<file path="src/rtl/ilid_pkg.sv">
// ---------------------------------------------------------------------------
// ilid_pkg: shared types and constants for the indexed list
// Request kinds, response codes, cell commands and field widths used by
// the list controller, the storage cells and the top level.
// ---------------------------------------------------------------------------
package ilid_pkg;

   // Fixed field widths
   localparam int DATA_W   = 32;
   localparam int KIND_W   = 3;
   localparam int POS_W    = 4;
   localparam int STATUS_W = 2;
   localparam int COUNT_W  = 4;

   // Capacity range and the index width that covers every legal capacity
   localparam int CAP_DEFAULT = 8;
   localparam int CAP_MAX     = 64;
   localparam int IDX_W       = $clog2(CAP_MAX + 1);

   // Request kinds
   typedef enum logic [KIND_W-1:0] {
      KIND_APPEND  = 3'd0,
      KIND_INSERT  = 3'd1,
      KIND_REMOVE  = 3'd2,
      KIND_REPLACE = 3'd3,
      KIND_READ    = 3'd4
   } kind_type;

   // Response status codes
   typedef enum logic [STATUS_W-1:0] {
      STATUS_DONE  = 2'd0,
      STATUS_FULL  = 2'd1,
      STATUS_RANGE = 2'd2
   } status_type;

   // Command broadcast to every cell
   typedef enum logic [1:0] {
      CELL_HOLD       = 2'd0,
      CELL_SHIFT_UP   = 2'd1,
      CELL_SHIFT_DOWN = 2'd2,
      CELL_WRITE      = 2'd3
   } cell_op_type;

   typedef struct packed {
      cell_op_type        op;
      logic [IDX_W-1:0]   target;
   } cell_ctl_type;

endpackage

</file>
<file path="src/rtl/ilid_cell.sv">
// ---------------------------------------------------------------------------
// ilid_cell: one storage slot of the list
// Holds one entry and, on a broadcast command, keeps it, takes the new
// value, or takes the neighbor's entry from below or above.
// ---------------------------------------------------------------------------
module ilid_cell #(
   parameter int INDEX = 0
) (
   input  logic                              clock,
   input  ilid_pkg::cell_ctl_type            ctl,
   input  logic signed [ilid_pkg::DATA_W-1:0] item_value,
   input  logic signed [ilid_pkg::DATA_W-1:0] lower_entry,
   input  logic signed [ilid_pkg::DATA_W-1:0] upper_entry,
   output logic signed [ilid_pkg::DATA_W-1:0] entry
);

   localparam logic [ilid_pkg::IDX_W-1:0] MY_IDX = ilid_pkg::IDX_W'(INDEX);

   logic signed [ilid_pkg::DATA_W-1:0] entry_ff;
   logic signed [ilid_pkg::DATA_W-1:0] entry_in;

   // Pick the next entry from the broadcast command
   always_comb begin
      entry_in = entry_ff;
      case (ctl.op)
         ilid_pkg::CELL_SHIFT_UP: begin
            if (MY_IDX > ctl.target) begin
               entry_in = lower_entry;
            end else if (MY_IDX == ctl.target) begin
               entry_in = item_value;
            end
         end
         ilid_pkg::CELL_SHIFT_DOWN: begin
            if (MY_IDX >= ctl.target) begin
               entry_in = upper_entry;
            end
         end
         ilid_pkg::CELL_WRITE: begin
            if (MY_IDX == ctl.target) begin
               entry_in = item_value;
            end
         end
         default: begin
            entry_in = entry_ff;
         end
      endcase
   end

   // Hold the entry
   always_ff @(posedge clock) begin
      entry_ff <= entry_in;
   end

   assign entry = entry_ff;

endmodule

</file>
<file path="src/rtl/ilid_ctrl.sv">
// ---------------------------------------------------------------------------
// ilid_ctrl: list controller
// Keeps the entry count, checks each request against it, sets the status
// and broadcasts the shift or write command to the cell row.
// ---------------------------------------------------------------------------
module ilid_ctrl #(
   parameter int CAP = ilid_pkg::CAP_DEFAULT
) (
   input  logic                            clock,
   input  logic                            reset,
   input  logic                            fire,
   input  logic [ilid_pkg::KIND_W-1:0]     kind,
   input  logic [ilid_pkg::POS_W-1:0]      position,
   output ilid_pkg::cell_ctl_type          ctl,
   output ilid_pkg::status_type            status,
   output logic [ilid_pkg::IDX_W-1:0]      count_next
);

   localparam int CNT_W = $clog2(CAP + 1);
   localparam logic [ilid_pkg::IDX_W-1:0] CAP_IDX = ilid_pkg::IDX_W'(CAP);

   logic [CNT_W-1:0]           count_ff;
   logic [CNT_W-1:0]           count_in;
   logic [ilid_pkg::IDX_W-1:0] cnt_ext;
   logic [ilid_pkg::IDX_W-1:0] pos_ext;
   ilid_pkg::cell_op_type      op;
   logic [ilid_pkg::IDX_W-1:0] target;

   assign cnt_ext = ilid_pkg::IDX_W'(count_ff);
   assign pos_ext = ilid_pkg::IDX_W'(position);

   // Check the request and choose the cell command
   always_comb begin
      status   = ilid_pkg::STATUS_DONE;
      op       = ilid_pkg::CELL_HOLD;
      target   = pos_ext;
      count_in = count_ff;
      case (ilid_pkg::kind_type'(kind))
         ilid_pkg::KIND_APPEND: begin
            if (cnt_ext >= CAP_IDX) begin
               status = ilid_pkg::STATUS_FULL;
            end else begin
               op       = ilid_pkg::CELL_WRITE;
               target   = cnt_ext;
               count_in = count_ff + CNT_W'(1);
            end
         end
         ilid_pkg::KIND_INSERT: begin
            if (pos_ext > cnt_ext) begin
               status = ilid_pkg::STATUS_RANGE;
            end else if (cnt_ext >= CAP_IDX) begin
               status = ilid_pkg::STATUS_FULL;
            end else begin
               op       = ilid_pkg::CELL_SHIFT_UP;
               count_in = count_ff + CNT_W'(1);
            end
         end
         ilid_pkg::KIND_REMOVE: begin
            if (pos_ext >= cnt_ext) begin
               status = ilid_pkg::STATUS_RANGE;
            end else begin
               op       = ilid_pkg::CELL_SHIFT_DOWN;
               count_in = count_ff - CNT_W'(1);
            end
         end
         ilid_pkg::KIND_REPLACE: begin
            if (pos_ext >= cnt_ext) begin
               status = ilid_pkg::STATUS_RANGE;
            end else begin
               op = ilid_pkg::CELL_WRITE;
            end
         end
         ilid_pkg::KIND_READ: begin
            if (pos_ext >= cnt_ext) begin
               status = ilid_pkg::STATUS_RANGE;
            end
         end
         default: begin
            status = ilid_pkg::STATUS_DONE;
         end
      endcase
   end

   // Broadcast only on an accepted request
   always_comb begin
      ctl.op     = fire ? op : ilid_pkg::CELL_HOLD;
      ctl.target = target;
   end

   // Advance the count
   always_ff @(posedge clock) begin
      if (reset) begin
         count_ff <= '0;
      end else if (fire) begin
         count_ff <= count_in;
      end
   end

   assign count_next = ilid_pkg::IDX_W'(count_in);

endmodule

</file>
<file path="src/rtl/indexed_list_insert_delete.sv">
// The response is registered and valid in the cycle after a request is
// accepted. Throughput: one request per cycle while responses are taken;
// every cell shifts or writes in the same cycle; the response register
// frees up as it is taken. Reset clears the entry count and the response
// valid; entries stay unknown until written and are never read before that.
// ---------------------------------------------------------------------------
// indexed_list_insert_delete: fixed-capacity ordered list
// A row of cells holds the entries; a controller checks each request,
// moves the row up or down for insert and remove, and reports the result.
// ---------------------------------------------------------------------------
module indexed_list_insert_delete #(
   parameter int CAP = ilid_pkg::CAP_DEFAULT
) (
   input  logic                                clock,
   input  logic                                reset,
   input  logic                                req_valid,
   output logic                                req_ready,
   input  logic [ilid_pkg::KIND_W-1:0]         req_kind,
   input  logic [ilid_pkg::POS_W-1:0]          req_position,
   input  logic signed [ilid_pkg::DATA_W-1:0]  req_item_value,
   output logic                                rsp_valid,
   input  logic                                rsp_ready,
   output logic [ilid_pkg::STATUS_W-1:0]       rsp_status,
   output logic signed [ilid_pkg::DATA_W-1:0]  rsp_read_value,
   output logic [ilid_pkg::COUNT_W-1:0]        rsp_entry_count,
   output logic                                rsp_is_full,
   output logic                                rsp_is_empty
);

   localparam logic [ilid_pkg::IDX_W-1:0] CAP_IDX = ilid_pkg::IDX_W'(CAP);

   logic                               fire;
   ilid_pkg::cell_ctl_type             ctl;
   ilid_pkg::status_type               status;
   logic [ilid_pkg::IDX_W-1:0]         count_next;
   logic [ilid_pkg::IDX_W-1:0]         pos_ext;
   logic signed [ilid_pkg::DATA_W-1:0] entries [CAP];
   logic signed [ilid_pkg::DATA_W-1:0] read_sel;

   logic                               rsp_valid_ff;
   logic                               rsp_valid_in;
   logic [ilid_pkg::STATUS_W-1:0]      rsp_status_ff;
   logic signed [ilid_pkg::DATA_W-1:0] rsp_read_value_ff;
   logic [ilid_pkg::COUNT_W-1:0]       rsp_entry_count_ff;
   logic                               rsp_is_full_ff;
   logic                               rsp_is_empty_ff;

   // Take a request whenever the response register is free or draining
   assign req_ready = !rsp_valid_ff || rsp_ready;
   assign fire      = req_valid && req_ready;
   assign pos_ext   = ilid_pkg::IDX_W'(req_position);

   ilid_ctrl #(
      .CAP (CAP)
   ) u_ctrl (
      .clock      (clock),
      .reset      (reset),
      .fire       (fire),
      .kind       (req_kind),
      .position   (req_position),
      .ctl        (ctl),
      .status     (status),
      .count_next (count_next)
   );

   // Chain the cells; the ends feed back their own entry
   for (genvar i = 0; i < CAP; i++) begin : g_cell
      logic signed [ilid_pkg::DATA_W-1:0] lower;
      logic signed [ilid_pkg::DATA_W-1:0] upper;

      if (i == 0) begin : g_first
         assign lower = entries[i];
      end else begin : g_mid_lo
         assign lower = entries[i-1];
      end

      if (i == CAP - 1) begin : g_last
         assign upper = entries[i];
      end else begin : g_mid_hi
         assign upper = entries[i+1];
      end

      ilid_cell #(
         .INDEX (i)
      ) u_cell (
         .clock       (clock),
         .ctl         (ctl),
         .item_value  (req_item_value),
         .lower_entry (lower),
         .upper_entry (upper),
         .entry       (entries[i])
      );
   end

   // Select the entry at the requested position for a good read
   always_comb begin
      read_sel = '0;
      for (int i = 0; i < CAP; i++) begin
         if (pos_ext == ilid_pkg::IDX_W'(i)) begin
            read_sel = entries[i];
         end
      end
      if (ilid_pkg::kind_type'(req_kind) != ilid_pkg::KIND_READ ||
          status != ilid_pkg::STATUS_DONE) begin
         read_sel = '0;
      end
   end

   // Hold the response until taken
   always_comb begin
      rsp_valid_in = rsp_valid_ff;
      if (fire) begin
         rsp_valid_in = 1'b1;
      end else if (rsp_ready) begin
         rsp_valid_in = 1'b0;
      end
   end

   always_ff @(posedge clock) begin
      if (reset) begin
         rsp_valid_ff <= 1'b0;
      end else begin
         rsp_valid_ff <= rsp_valid_in;
      end
   end

   always_ff @(posedge clock) begin
      if (fire) begin
         rsp_status_ff      <= status;
         rsp_read_value_ff  <= read_sel;
         rsp_entry_count_ff <= count_next[ilid_pkg::COUNT_W-1:0];
         rsp_is_full_ff     <= (count_next == CAP_IDX);
         rsp_is_empty_ff    <= (count_next == '0);
      end
   end

   assign rsp_valid       = rsp_valid_ff;
   assign rsp_status      = rsp_status_ff;
   assign rsp_read_value  = rsp_read_value_ff;
   assign rsp_entry_count = rsp_entry_count_ff;
   assign rsp_is_full     = rsp_is_full_ff;
   assign rsp_is_empty    = rsp_is_empty_ff;

endmodule
</file>
<file path="config.mk">
export PLATFORM = sky130hd
export DESIGN_NAME = indexed_list_insert_delete
export DESIGN_NICKNAME = d
export VERILOG_FILES = /design/src/rtl/ilid_pkg.sv /design/src/rtl/ilid_cell.sv /design/src/rtl/ilid_ctrl.sv /design/src/rtl/indexed_list_insert_delete.sv
export SDC_FILE = /design/constraint.sdc
export NUM_CORES = 1
export LEC_CHECK = 0
export ABC_CLOCK_PERIOD_IN_PS = 11800
export BUFFER_PORTS_ARGS = -buffer_cell sky130_fd_sc_hd__buf_2
export CAP_MARGIN = 10
export CELL_PAD_IN_SITES_DETAIL_PLACEMENT = 1
export CELL_PAD_IN_SITES_GLOBAL_PLACEMENT = 2
export CORE_ASPECT_RATIO = 0.5
export CORE_MARGIN = 3
export CORE_UTILIZATION = 44
export DETAILED_ROUTE_END_ITERATION = 12
export PLACE_DENSITY_LB_ADDON = 0.12
export SYNTH_ARGS = -nofsm -noshare
export SYNTH_HDL_FRONTEND = slang
export SYNTH_SLANG_ARGS = --single-unit
</file>
<file path="constraint.sdc">
create_clock -name clock -period 11.8 [get_ports clock]
set_input_delay 0.59 -clock clock [delete_from_list [all_inputs] [get_ports clock]]
set_output_delay 0.59 -clock clock [all_outputs]
set_load 0.005 [all_outputs]
</file>
* Word-level counts from Yosys, hierarchy flattened
Index checks and enable logic that the tools add are counted.
** Word-level totals
- Register bits after elaboration :: 301
- Input bits :: 43
- Logic and storage cells :: 144
** Cells by class
- Add/sub/neg operators :: 2
- Magnitude comparators :: 18
- Eq/ne operators :: 31
- Mux-type cells :: 58
- Reductions and logical operators :: 20
** Operator list (count)
- two-way mux 32 bit :: 31
- case mux 32 bit (3 select lines) :: 7
- case mux 32 bit (2 select lines) :: 1
- equality test 3 x 7 -> 1 bit (first input constant) :: 4
- > comparator 3 x 7 -> 1 bit (first input constant) :: 4
- greater-or-equal comparator 3 x 7 -> 1 bit (first input constant) :: 3
- logical NOT 7 bit :: 3
- equality test 4 x 3 -> 1 bit (second input constant) :: 4
- two-way mux 4 bit :: 4
- equality test 2 x 7 -> 1 bit (first input constant) :: 2
- greater-or-equal comparator 1 x 7 -> 1 bit (first input constant) :: 2
- greater-or-equal comparator 2 x 7 -> 1 bit (first input constant) :: 2
- > comparator 1 x 7 -> 1 bit (first input constant) :: 2
- > comparator 2 x 7 -> 1 bit (first input constant) :: 2
- two-way mux 2 bit :: 7
- != test 2 x 1 -> 1 bit (second input constant) :: 7
- case mux 4 bit (3 select lines) :: 1
- AND reduction 2 bit :: 6
- equality test 4 x 2 -> 1 bit (second input constant) :: 2
- case mux 2 bit (4 select lines) :: 1
- equality test 1 x 7 -> 1 bit (first input constant) :: 1
- two-way mux 7 bit :: 1
- equality test 3 x 2 -> 1 bit (second input constant) :: 2
- case mux 2 bit (3 select lines) :: 1
- 22 further kinds :: 29

* Longest topological paths before layout
Gate-level depths: netlist (run 1).
- Word-level depth :: 9
- Depth in mapped cells :: 14
- Gate-level depth less buffers :: 9

* By module
A second synthesis (run 1) with hierarchy kept.
** Unflattened totals
- Cells, all modules :: 1678
- Area total of the unflattened synthesis :: 20089.3 µm²
** Modules (own cells, without submodules)
- indexed_list_insert_delete :: instances 1, cells an instance 374, area an instance 4252.8 µm², sequential area each 1221.2 µm²
- ilid_cell (g_cell[7].u_cell) :: instances 1, cells an instance 119, area an instance 1986.9 µm², sequential area each 960.9 µm²
- ilid_cell (g_cell[6].u_cell) :: instances 1, cells an instance 149, area an instance 1958.1 µm², sequential area each 960.9 µm²
- ilid_cell (g_cell[5].u_cell) :: instances 1, cells an instance 151, area an instance 1915.6 µm², sequential area each 960.9 µm²
- ilid_cell (g_cell[0].u_cell) :: instances 1, cells an instance 189, area an instance 1894.3 µm², sequential area each 960.9 µm²
- ilid_cell (g_cell[1].u_cell) :: instances 1, cells an instance 151, area an instance 1851.8 µm², sequential area each 960.9 µm²
- ilid_cell (g_cell[3].u_cell) :: instances 1, cells an instance 150, area an instance 1848.0 µm², sequential area each 960.9 µm²
- ilid_cell (g_cell[2].u_cell) :: instances 1, cells an instance 152, area an instance 1831.8 µm², sequential area each 960.9 µm²
- ilid_cell (g_cell[4].u_cell) :: instances 1, cells an instance 149, area an instance 1816.7 µm², sequential area each 960.9 µm²
- ilid_ctrl :: instances 1, cells an instance 94, area an instance 733.2 µm², sequential area each 80.1 µm²

* Worst setup path after synthesis (run 1)
No wires, ideal clock.
- Kind :: input -> register
- Start :: input req_position[0] in the netlist's numbering
- End :: register g_cell[4].u_cell.entry_ff, in the netlist g_cell[4].u_cell.entry[0] (enable)
- Library setup time :: 0.441 ns
- Arrival :: 4.226 ns
- Data required time :: 11.359 ns
- Slack :: 7.134 ns
- Stages :: 11
- Buffers on the path :: 3
- Cell sequence :: buf_2 > buf_1 > inv_1 > clkbuf_1 > ha_1 > nand4_2 > and2_1 > nor2_1 > nor2_1 > o31ai_1 > a31oi_1
** Between the ends
- Cells in the longest elaborated chain, start to end :: 7
** RTL lines
- start: declaration :: line indexed_list_insert_delete.sv:19 : input logic [ilid_pkg::POS_W-1:0] req_position,
- greater-or-equal comparator 4 bit or > comparator 4 bit (tied branches) :: line ilid_ctrl.sv:59, ilid_ctrl.sv:67, ilid_ctrl.sv:49
- two-way mux 2 bit (on tied branches) :: line ilid_ctrl.sv:67, ilid_ctrl.sv:49, ilid_ctrl.sv:59
- case mux 2 bit (4 select lines) :: line ilid_ctrl.sv:38 : case (ilid_pkg::kind_type'(kind))
- two-way mux 2 bit :: line ilid_ctrl.sv:86 : ctl.op = fire ? op : ilid_pkg::CELL_HOLD;
- equality test 2 bit or equality test 2 x 1 -> 1 bit (tied branches) :: line ilid_cell.sv:25 : case (ctl.op)
- != test 2 x 1 -> 1 bit (no source line) or nonzero test 3 bit (tied branches)
- AND reduction 2 bit (no source line) (*)
- end signal: assignment :: line ilid_cell.sv:51 : entry_ff <= entry_in;
- end: declaration :: line ilid_cell.sv:19 : logic signed [ilid_pkg::DATA_W-1:0] entry_ff;
Mark *: on every way between the ends. The rest lies on a longest branch, timed or not.
A chain may end at the register's enable or synchronous reset.

* Worst setup path in the final report (run 1)
- Start :: register u_ctrl.count_ff[2]
- End :: register g_cell[6].u_cell.entry_ff, in the netlist g_cell[6].u_cell.entry[13] (data pin)
** Between the ends
- Cells in the longest elaborated chain, start to end :: 7
** RTL lines
- start: declaration :: line ilid_ctrl.sv:22 : logic [CNT_W-1:0] count_ff;
- start signal: assignment :: line ilid_ctrl.sv:95 : count_ff <= count_in;
- branches (longest 6 deep; another with > comparator 3 x 7 -> 1 bit)
- case mux 32 bit (3 select lines) (*) :: line ilid_cell.sv:25
- net g_cell[6].u_cell.entry_in (one bit) :: line ilid_cell.sv:20 : logic signed [ilid_pkg::DATA_W-1:0] entry_in;
- end signal: assignment :: line ilid_cell.sv:51
- end: declaration :: line ilid_cell.sv:19
Mark *: on every way through the listed nets, which the timed path passes.

==> results of run 1 <==
cell families (layout without fill, tap and decap cells):
| family | Yosys count | in the layout | synth area share |
|---|---|---|---|
| AOI/OAI and AO/OA | 823 | 823 | 0.255 |
| and+or+nand+nor | 519 | 519 | 0.101 |
| muxes | 344 | 344 | 0.168 |
| DFF | 301 | 301 | 0.423 |
| buffers and inverters | 229 | 199 | 0.0474 |
| adders and majority gates | 6 | 6 | 0.00354 |
| xor gates and xnor gates | 3 | 3 | 0.00124 |
| other | 0 | 1 | 0 |
cell type report:
class / instances / area (sq um)
clock buffers: 52 / 1000
diodes: 1 / 2.50
inverters: 9 / 33.8
clock inverters: 8 / 37.5
repair buffers: 130 / 783
multi-input cells: 1695 / 11600
fillers: 5263 / 24000
flip-flops and latches: 301 / 8990
well taps: 638 / 798
stage by stage:
stage               worst slack, ns  area [sq um]  hold WS [ns]  total power [mW]  std cells
finish                         6.07         23200         0.311              2.84       2834
global route                   5.85         23200         0.308              2.96       2833
CTS                            6.14         23200         0.287              2.86       2833
detailed placement             6.03         22200         0.594              1.80       2773
global placement               6.18         22200         0.545              1.79       2773
floorplan                      7.13         21200         0.551              1.63       2225
layer usage:
metal  part of all wire  global-route usage
met1               0.48               0.456
met2               0.42               0.439
met3              0.082              0.0676
met4              0.013              0.0474
met5                  0                   0
cell usage in the layout, fill, tap and decap left out, types with 5 or more instances in the layout:
cell type	netlist	final
o22ai_1	84	84
o21ai_1	31	30
mux2i_1	247	246
clkinv_1	0	5
clkbuf_16	0	37
dfxtp_1	5	5
a31oi_4	1	7
o211ai_1	33	33
nand3_1	6	5
a221oi_1	52	52
nor2_1	329	322
o31ai_1	12	11
nor2_4	0	7
a211oi_1	140	140
inv_1	8	7
buf_4	8	47
o21ai_0	48	47
a21oi_1	240	236
ha_1	6	6
buf_2	39	82
nor2b_1	25	24
nand2_1	122	122
clkbuf_1	153	13
mux2_2	92	92
nor3_1	5	5
a21o_1	161	161
edfxtp_1	296	296
worst min-delay path by stage:
stage	startpoint	endpoint	slack, ns	cells after the start
after floorplan	rsp_valid	rsp_valid	0.55	2
after global placement	rsp_valid	rsp_valid	0.54	2
after detailed placement	rsp_valid	rsp_valid	0.59	2
after CTS	reset	u_ctrl.count_ff[1]	0.29	2
after global routing	reset	u_ctrl.count_ff[1]	0.31	2
final	reset	u_ctrl.count_ff[1]	0.31	2
state kept, by name (all words and copies together), names as in the netlist:
register / flops
rsp_status: 2
u_ctrl.count_ff: 4
rsp_entry_count: 4
rsp_is_full: 1
rsp_is_empty: 1
rsp_valid: 1
g_cell.u_cell.entry: 256
rsp_read_value: 32
power groups by stage:
stage | Combinational [mW] | Clock [mW] | Sequential (mW)
6_report | 0.534 | 1.05 | 1.26
2_1_floorplan | 0.359 | 0 | 1.27
4_1_cts | 0.527 | 1.08 | 1.26
3_5_place_dp | 0.524 | 0 | 1.28
3_3_place_gp | 0.514 | 0 | 1.28
5_1_grt | 0.580 | 1.12 | 1.26
==> out/metrics.csv, run 1 <==
stage,metric,value,unit
pwr,PwrDens,123,nW/um^2
synth,most frequent cell after synthesis,nor2_1,
synth,Post-synth top cells,"nor2_1, edfxtp_1, mux2i_1, a21oi_1, a21o_1",
worst_setup_path,crit path buf inv count,4,
placed_design,Port Buf Inserts,84,
routing,DR vias/cell,6.45,
synth,post-synth cell types,57,
synth,Synth area leader,edfxtp_1,
routing,Residual DRC,0,
grt,global-route wire length before repair,116000,um
worst_setup_path,CP Launch Point,u_ctrl.count_ff[2],
pwr,internal cell power,2.00,mW
worst_setup_path,Reg-to-Reg Start,u_ctrl.count_ff[2],
floorplan,DIE AREA,51100,sq um
sta,fin. max-slew vios,0,
placed_design,gpl congestion,0.812,
placed_design,dpl hpwl,44600,um
worst_setup_path,Critical R2R Capture,g_cell[6].u_cell.entry[13],
floorplan,Die Y,161,um
sta,Max Clk Rate,175,MHz
pwr,Leak,9.23,nW
worst_setup_path,CP arrival,6.02,ns
clock_network,CTS max path bufs,3,
sta,skew final,0.0152,ns
clock_network,clock root buffer,clkbuf_16,
cells_and_area,Final Util,0.491,
clock_network,TritonCTS Buffers,34,
synth,"Primary FF master, synth",edfxtp_1,
worst_setup_path,Crit-path slowest cell,buf_4,
routing,Total Wirelength,77500,um
synth,ys async rst share,0,
synth,"Cell Area, Synth",21200,sq um
sta,Worst-Margin Slew,1.16,ns
floorplan,io pins,85,
worst_setup_path,kind of end point of the critical path,register,
worst_setup_path,"Critical Path, Cell by Cell",inv_2 > ha_1 > nand4_2 > and2_1 > a31oi_4 > buf_4 > or2_4 > buf_4 > buf_4 > a211oi_1 > a21o_1,
worst_setup_path,WP depth,11,
grt,number of global-route vias before repair,17800,
synth,synth top area cells,"edfxtp_1, mux2i_1, nor2_1",
grt,total grt overflow,0,
routing,WL per Instance,27.4,um
pwr,clock share of power,0.371,
worst_setup_path,R2R depth,11,
worst_setup_path,Most common cell on crit path,buf_4,
synth,YS warnings,0,
worst_setup_path,critical path's top delay family,buffers and inverters,
routing,First-pass DRT Iterations,5,
worst_hold_path,Hold WC Path Type,in2reg,
floorplan,Die W,317,um
floorplan,core area,47200,sq um
synth,post-synth top area share,0.419,
worst_setup_path,CP max FO,89,
worst_setup_path,Critical Path Start Type,register,
sta,period utilization,0.485,
pwr,Switch Pwr,0.840,mW
worst_setup_path,FF-to-FF setup slack,6.07,ns
routing,Initial DRC Count,1719,
clock_network,Post-CTS Setup Inserts,0,
clock_network,H-tree depth,2,
synth,sequential fraction of the synthesis area,0.423,
clock_network,CTS tree,built,
synth,Synth Register Bits,301,
pwr,Peak VDD IR,0.0831,mV
floorplan,starting density of the core,0.450,
worst_setup_path,Critical Path Sink,g_cell[6].u_cell.entry[13],
sta,final worst path period need,5.73,ns
routing,vias,18300,
synth,Synth Instances,2225,
grt,initial antenna violation count,4,
clock_network,Num Clock Sinks,301,
grt,largest net degree at the start of global routing,223,
clock_network,CTS clock-pin slew for the worst setup and hold paths,0.07,ns
synth,number of flops mapped to enable cells by yosys,296,
cells_and_area,NumNets Final,2220,
floorplan,std cell rows,56,
worst_setup_path,Worst Setup Path Type,reg2reg,
sta,Setup Viol. Count Final,0,
sta,final hold vios,0,
grt,GRT Overall Usage,0.299,
routing,Routed Antenna Nets,0,
clock_network,worst skew pair latency,0.53,ns
worst_setup_path,Crit path required time,12.09,ns
sta,Rel. slew slack,0.225,
pwr,part of the power in registers,0.442,
clock_network,# hold bufs at CTS,0,
pwr,sw frac,0.295,
cells_and_area,area delta synth->final,9.31,%
cells_and_area,layout cells sized above 1,0.141,
pwr,Comb power frac,0.188,
sta,Setup TNS Final,0,ns
sta,unrepaired setup endpoints after global routing,no,
synth,syn nets,2274,
clock_network,cells resized by post-CTS repair,0,
run_status,status,completed,
synth,Post-Syn Area per Cell,9.54,sq um
worst_setup_path,CP max stage delay,0.87,ns
job,Max-Cap Viols,0,
(Power assumes the default switching activity.)
==> run 2, diff against run 1 <==
- ABC_CLOCK_PERIOD_IN_PS: 11800 -> 5650
- CORE_UTILIZATION: 44 -> 41
- clock period: 11.8 -> 5.65 ns (I/O delays scaled with it)
==> out/metrics.csv, run 2 (synthesis gave the netlist of run 1 again) <==
stage,metric,value,unit,change
run_status,status,completed,,
cells_and_area,Final Util,0.462,,-0.0294
worst_setup_path,Critical Path Start Type,register,,
pwr,Leak,9.32,nW,+0.89%
cells_and_area,most frequent cells in the layout,"nor2_1, edfxtp_1, mux2i_1",,
pwr,PwrDens,257,nW/um^2,+110%
routing,Total Wirelength,80200,um,+3.5%
grt,global-route wire length before repair,121000,um,+3.5%
routing,First-pass DRT Iterations,5,,unchanged
worst_setup_path,R2R depth,8,,-3
worst_setup_path,Reg-to-Reg Start,u_ctrl.count_ff[1],,
clock_network,Post-CTS Setup Inserts,0,,unchanged
floorplan,std cell rows,58,,+3.6%
cells_and_area,post-route insts no fill,2896,,+2.2%
clock_network,clock root buffer,clkbuf_16,,
cells_and_area,fillers,5688,,+8.1%
worst_setup_path,Critical R2R Capture,rsp_read_value[1],,
floorplan,Die W,328,um,+3.5%
grt,initial antenna violation count,5,,+1
cells_and_area,"commonest non-fill, non-tap cell in the layout",nor2_1,,
sta,Setup Viol. Count Final,0,,unchanged
cells_and_area,max reg flops,256,,unchanged
worst_hold_path,Hold WC Path Type,in2reg,,
sta,final worst slack,1.63,ns,-4.44 ns
worst_setup_path,Critical Path Sink,rsp_read_value[1],,
clock_network,H-tree depth,2,,unchanged
worst_setup_path,CP max FO,12,,-87%
placed_design,gpl congestion,0.821,,+1.0%
routing,vias,18400,,+0.70%
sta,final worst path period need,4.02,ns,-1.71 ns
sta,Worst-Margin Slew,1.26,ns,+0.0931 ns
sta,Setup TNS Final,0,ns,unchanged
job,Max-Cap Viols,0,,unchanged
sta,unrepaired setup endpoints after global routing,no,,
sta,Max Clk Rate,249,MHz,+43%
routing,DR vias/cell,6.36,,-1.5%
worst_setup_path,FF-to-FF setup slack,1.63,ns,-4.44 ns
routing,WL per Instance,27.7,um,+1.3%
cells_and_area,Multi-input gate area,11600,sq um,about the same
clock_network,worst skew pair latency,0.55,ns,+0.02 ns
cells_and_area,layout cells sized above 1,0.144,,+0.00305
floorplan,starting density of the core,0.418,,-0.0310
placed_design,Port Buf Inserts,84,,unchanged
floorplan,DIE AREA,54700,sq um,+7.1%
clock_network,Num Clock Sinks,301,,unchanged
grt,largest net degree at the start of global routing,219,,-1.8%
floorplan,Die Y,167,um,+3.5%
worst_setup_path,Worst Setup Path Type,reg2reg,,
grt,total grt overflow,0,,unchanged
worst_setup_path,Crit path required time,5.87,ns,-6.22 ns
clock_network,CTS tree,built,,
routing,Residual DRC,0,,unchanged
sta,final hold vios,0,,unchanged
clock_network,TritonCTS Buffers,35,,+2.9%
routing,Routed Antenna Nets,0,,unchanged
routing,Initial DRC Count,1686,,-1.9%
placed_design,area of placed instances,22300,sq um,+0.76%
cells_and_area,Final Cell Area,23400,sq um,+0.98%
worst_setup_path,CP Launch Point,u_ctrl.count_ff[1],,
worst_setup_path,kind of end point of the critical path,register,,
grt,number of global-route vias before repair,18200,,+2.1%
placed_design,dpl hpwl,47800,um,+7.1%
floorplan,core area,50700,sq um,+7.4%
sta,skew final,0.0183,ns,+0.00308 ns
grt,GRT Overall Usage,0.288,,-0.0111
cells_and_area,FF+latch area,8990,sq um,unchanged
pwr,Peak VDD IR,0.174,mV,+110%
worst_hold_path,Hold Crit Start,req_item_value[27],,
sta,Final Hold Slack,0.202,ns,-0.108 ns
clock_network,CTS max path bufs,3,,unchanged
placed_design,Inst Count DP,2831,,+2.1%
sta,period utilization,0.711,,+0.226
cells_and_area,area delta synth->final,10.4,%,
pwr,total power,6.03,mW,+110%
sta,fin. max-slew vios,0,,unchanged
worst_setup_path,CP arrival,4.24,ns,-1.78 ns
floorplan,io pins,85,,unchanged
cells_and_area,NumNets Final,2229,,+0.41%
placed_design,"worst slack, placed",1.73,ns,-4.30 ns
clock_network,cells resized by post-CTS repair,0,,unchanged
sta,Rel. slew slack,0.163,,-0.0621
clock_network,CTS clock-pin slew for the worst setup and hold paths,0.06,ns,about the same
## run 2: changes by cell type in the layout (fill, tap and decap cells not counted), sizes merged
cell         change
dlygate4sd3      +2
bufinv           +1
clkbuf           -2
buf              +6
diode            +1
clkinv           +2
## run 2: worst min-delay path by stage
| stage | to | slack (ns) | depth (start not counted) |
|---|---|---|---|
| floorplan | rsp_valid | 0.35 | 1 |
| global placement | rsp_valid | 0.52 | 2 |
| detailed placement | rsp_valid | 0.53 | 2 |
| CTS | g_cell[0].u_cell.entry[29] | 0.18 | 2 |
| global route | g_cell[0].u_cell.entry[8] | 0.20 | 2 |
| finish | g_cell[0].u_cell.entry[27] | 0.20 | 2 |
## run 2: report_power, final
group	leakage, nW	internal [mW]	switching, mW
Combinational	6.03	0.400	0.728
Clock	0.525	1.27	1.00
Sequential	2.76	2.57	0.0598
## run 2: cell type report
| cell class | count | area share |
|---|---|---|
| Antenna cell | 2 | 0.000214 |
| Clock buffer | 50 | 0.0425 |
| Clock inverter | 11 | 0.00347 |
| Inverter | 9 | 0.00144 |
| Multi-Input combinational cell | 1695 | 0.493 |
| Sequential cell | 301 | 0.384 |
| Tap cell | 690 | 0.0368 |
| Timing Repair Buffer | 138 | 0.0389 |
## run 2: layer usage
metal  global-route usage  part of all wire  wire, um  up-vias
li1                     -                 -         -     8390
met1                0.439              0.48     38900     9282
met2                0.409              0.41     32900      642
met3               0.0741             0.089      7160      100
met4               0.0558             0.016      1270        2
met5                    0           0.00016        13        -
## run 2: what timing repair did
| item | in CTS | in global routing |
|---|---|---|
| hold endpoints to repair | 3 | 0 |
| setup endpoints to repair | 0 | 0 |
| hold buffers | 2 | 0 |
## run 2: critical path: stages, from the launching register on
cell and delay, ns:
dfxtp_1 0.54, inv_1 0.27, ha_1 0.38, nor2b_1 0.15, o211ai_1 0.49, nand2_1 0.28
nor2_1 0.25, nand3_2 0.45, a211oi_1 0.88
==> run 3, diff against run 2 <==
- ABC_CLOCK_PERIOD_IN_PS: 5650 -> 4100
- clock period: 5.65 -> 4.1 ns (I/O delays scaled with it)
==> out/metrics.csv, run 3 (synthesis gave the netlist of run 1 again) <==
stage,metric,value,unit,change
grt,largest net degree at the start of global routing,110,,-50%
clock_network,CTS tree,built,,
clock_network,TritonCTS Buffers,34,,-2.9%
sta,fin. max-slew vios,0,,unchanged
routing,Initial DRC Count,1775,,+5.3%
placed_design,gpl congestion,0.834,,+1.6%
grt,initial antenna violation count,5,,unchanged
pwr,internal cell power,5.76,mW,+36%
sta,skew final,0.0200,ns,+0.00174 ns
pwr,Peak VDD IR,0.220,mV,+26%
floorplan,starting density of the core,0.418,,unchanged
grt,number of global-route vias before repair,18200,,-0.34%
pwr,Leak,9.49,nW,+1.8%
worst_setup_path,CP max FO,23,,+11
worst_hold_path,Hold Crit Start,req_item_value[30],,
floorplan,core area,50700,sq um,unchanged
pwr,Comb power frac,0.196,,+0.009
worst_hold_path,Hold WC Path Type,in2reg,,
worst_setup_path,Worst Setup Path Type,reg2reg,,
clock_network,clock root buffer,clkbuf_16,,
clock_network,Num Clock Sinks,301,,unchanged
cells_and_area,area delta synth->final,12.1,%,
cells_and_area,layout cells sized above 1,0.152,,+0.00826
worst_setup_path,Crit path required time,4.40,ns,-1.47 ns
grt,global-route wire length before repair,120000,um,-0.80%
floorplan,Die W,328,um,unchanged
worst_setup_path,crit path buf inv count,2,,+1
clock_network,CTS max path bufs,3,,unchanged
worst_setup_path,"Critical Path, Cell by Cell",inv_1 > ha_1 > a21oi_1 > and2_1 > nand3_1 > a31oi_4 > buf_12 > mux2_2,,
pwr,part of the power in registers,0.441,,+0.005
cells_and_area,max reg flops,256,,unchanged
worst_setup_path,Reg-to-Reg Start,u_ctrl.count_ff[3],,
worst_setup_path,Crit-path slowest cell,dfxtp_1,,
sta,Setup Viol. Count Final,0,,unchanged
sta,period utilization,0.825,,+0.114
cells_and_area,"commonest non-fill, non-tap cell in the layout",nor2_1,,
routing,DR vias/cell,6.32,,-0.61%
worst_setup_path,CP arrival,3.68,ns,-0.56 ns
worst_setup_path,Critical Path Start Type,register,,
sta,Worst-Margin Slew,1.41,ns,+0.160 ns
cells_and_area,most frequent cells in the layout,"nor2_1, edfxtp_1, mux2i_1",,
pwr,Switch Pwr,2.45,mW,+37%
routing,Total Wirelength,78800,um,-1.8%
floorplan,Die Y,167,um,unchanged
sta,Rel. slew slack,0.0569,,-0.106
pwr,sw frac,0.298,,+0.00142
routing,vias,18500,,+0.22%
floorplan,io pins,85,,unchanged
routing,Residual DRC,0,,unchanged
cells_and_area,NumNets Final,2255,,+1.2%
placed_design,dpl hpwl,49500,um,+3.6%
job,Max-Cap Viols,0,,unchanged
pwr,PwrDens,345,nW/um^2,+34%
sta,final hold vios,0,,unchanged
sta,unrepaired setup endpoints after global routing,no,,
clock_network,cells resized by post-CTS repair,0,,unchanged
clock_network,worst skew pair latency,0.56,ns,about the same
routing,Routed Antenna Nets,0,,unchanged
grt,total grt overflow,0,,unchanged
placed_design,"worst slack, placed",0.750,ns,-0.976 ns
floorplan,DIE AREA,54700,sq um,unchanged
worst_setup_path,critical path's top delay family,compound AO/OA/AOI/OAI gates,,
sta,Setup TNS Final,0,ns,unchanged
grt,GRT Overall Usage,0.284,,-0.00401
worst_setup_path,kind of end point of the critical path,register,,
worst_setup_path,CP max stage delay,0.53,ns,-0.35 ns
worst_setup_path,CP Launch Point,u_ctrl.count_ff[3],,
sta,final worst path period need,3.38,ns,-0.635 ns
clock_network,H-tree depth,2,,unchanged
sta,final worst slack,0.718,ns,-0.915 ns
routing,WL per Instance,27.0,um,-2.6%
sta,Max Clk Rate,296,MHz,+19%
clock_network,CTS clock-pin slew for the worst setup and hold paths,0.06,ns,about the same
routing,First-pass DRT Iterations,5,,unchanged
pwr,clock share of power,0.364,,-0.013
floorplan,std cell rows,58,,unchanged
run_status,status,completed,,
placed_design,Port Buf Inserts,84,,unchanged
run 3: cell types whose count changed in the layout (fill, tap and decap cells not counted):
cell       change
buf_4          +8
clkinv_1       +3
clkbuf_16      -3
clkinv_2       -2
diode_2        -1
buf_12        +19
run 3: layer usage:
metal	track usage	part of all wire
met1	0.444	0.50
met3	0.0473	0.074
met4	0.0517	0.016
met5	0	0
met2	0.411	0.41
run 3: cell type report:
cell class / instances / area, sq um
repair buffers: 165 / 1350
clock inverters: 12 / 82.6
well taps: 690 / 863
multi-input cells: 1695 / 11600
fillers: 5655 / 26900
clock buffers: 47 / 921
diodes: 1 / 2.50
flip-flops and latches: 301 / 8990
inverters: 9 / 33.8
run 3: through the flow:
stage	power, mW	hold WS [ns]	utilization	area, sq um	std cells
2_1_floorplan	4.69	0.274	-	21200	2225
3_3_place_gp	5.23	0.457	0.449	22800	2858
3_5_place_dp	5.26	0.457	0.449	22800	2858
4_1_cts	8.27	0.0693	0.469	23800	2919
5_1_grt	8.55	0.101	0.469	23800	2920
6_report	8.21	0.101	0.469	23800	2920
run 3: final timing paths:
| kind | slack (ns) | endpoint | cells after the start |
|---|---|---|---|
| max | 0.72 | g_cell[7].u_cell.entry[4] | 8 |
| min | 0.10 | g_cell[0].u_cell.entry[30] | 2 |
| max reg2reg | 0.72 | g_cell[7].u_cell.entry[4] | 8 |
| min reg2reg | 0.65 | g_cell[0].u_cell.entry[18] | 1 |
run 3: power groups by stage:
stage | clock (mW) | sequential (mW) | combinational, mW
after floorplan | 0 | 3.66 | 1.03
after global placement | 0 | 3.68 | 1.55
after detailed placement | 0 | 3.68 | 1.58
after CTS | 3.06 | 3.62 | 1.59
after global routing | 3.17 | 3.63 | 1.75
final | 2.98 | 3.62 | 1.61
run 3: what timing repair did:
action | in CTS | in global routing
buffers inserted | 0 | 0
endpoints found under the hold margin | 3 | 0
hold buffers | 2 | 0
setup endpoints to repair | 0 | 0
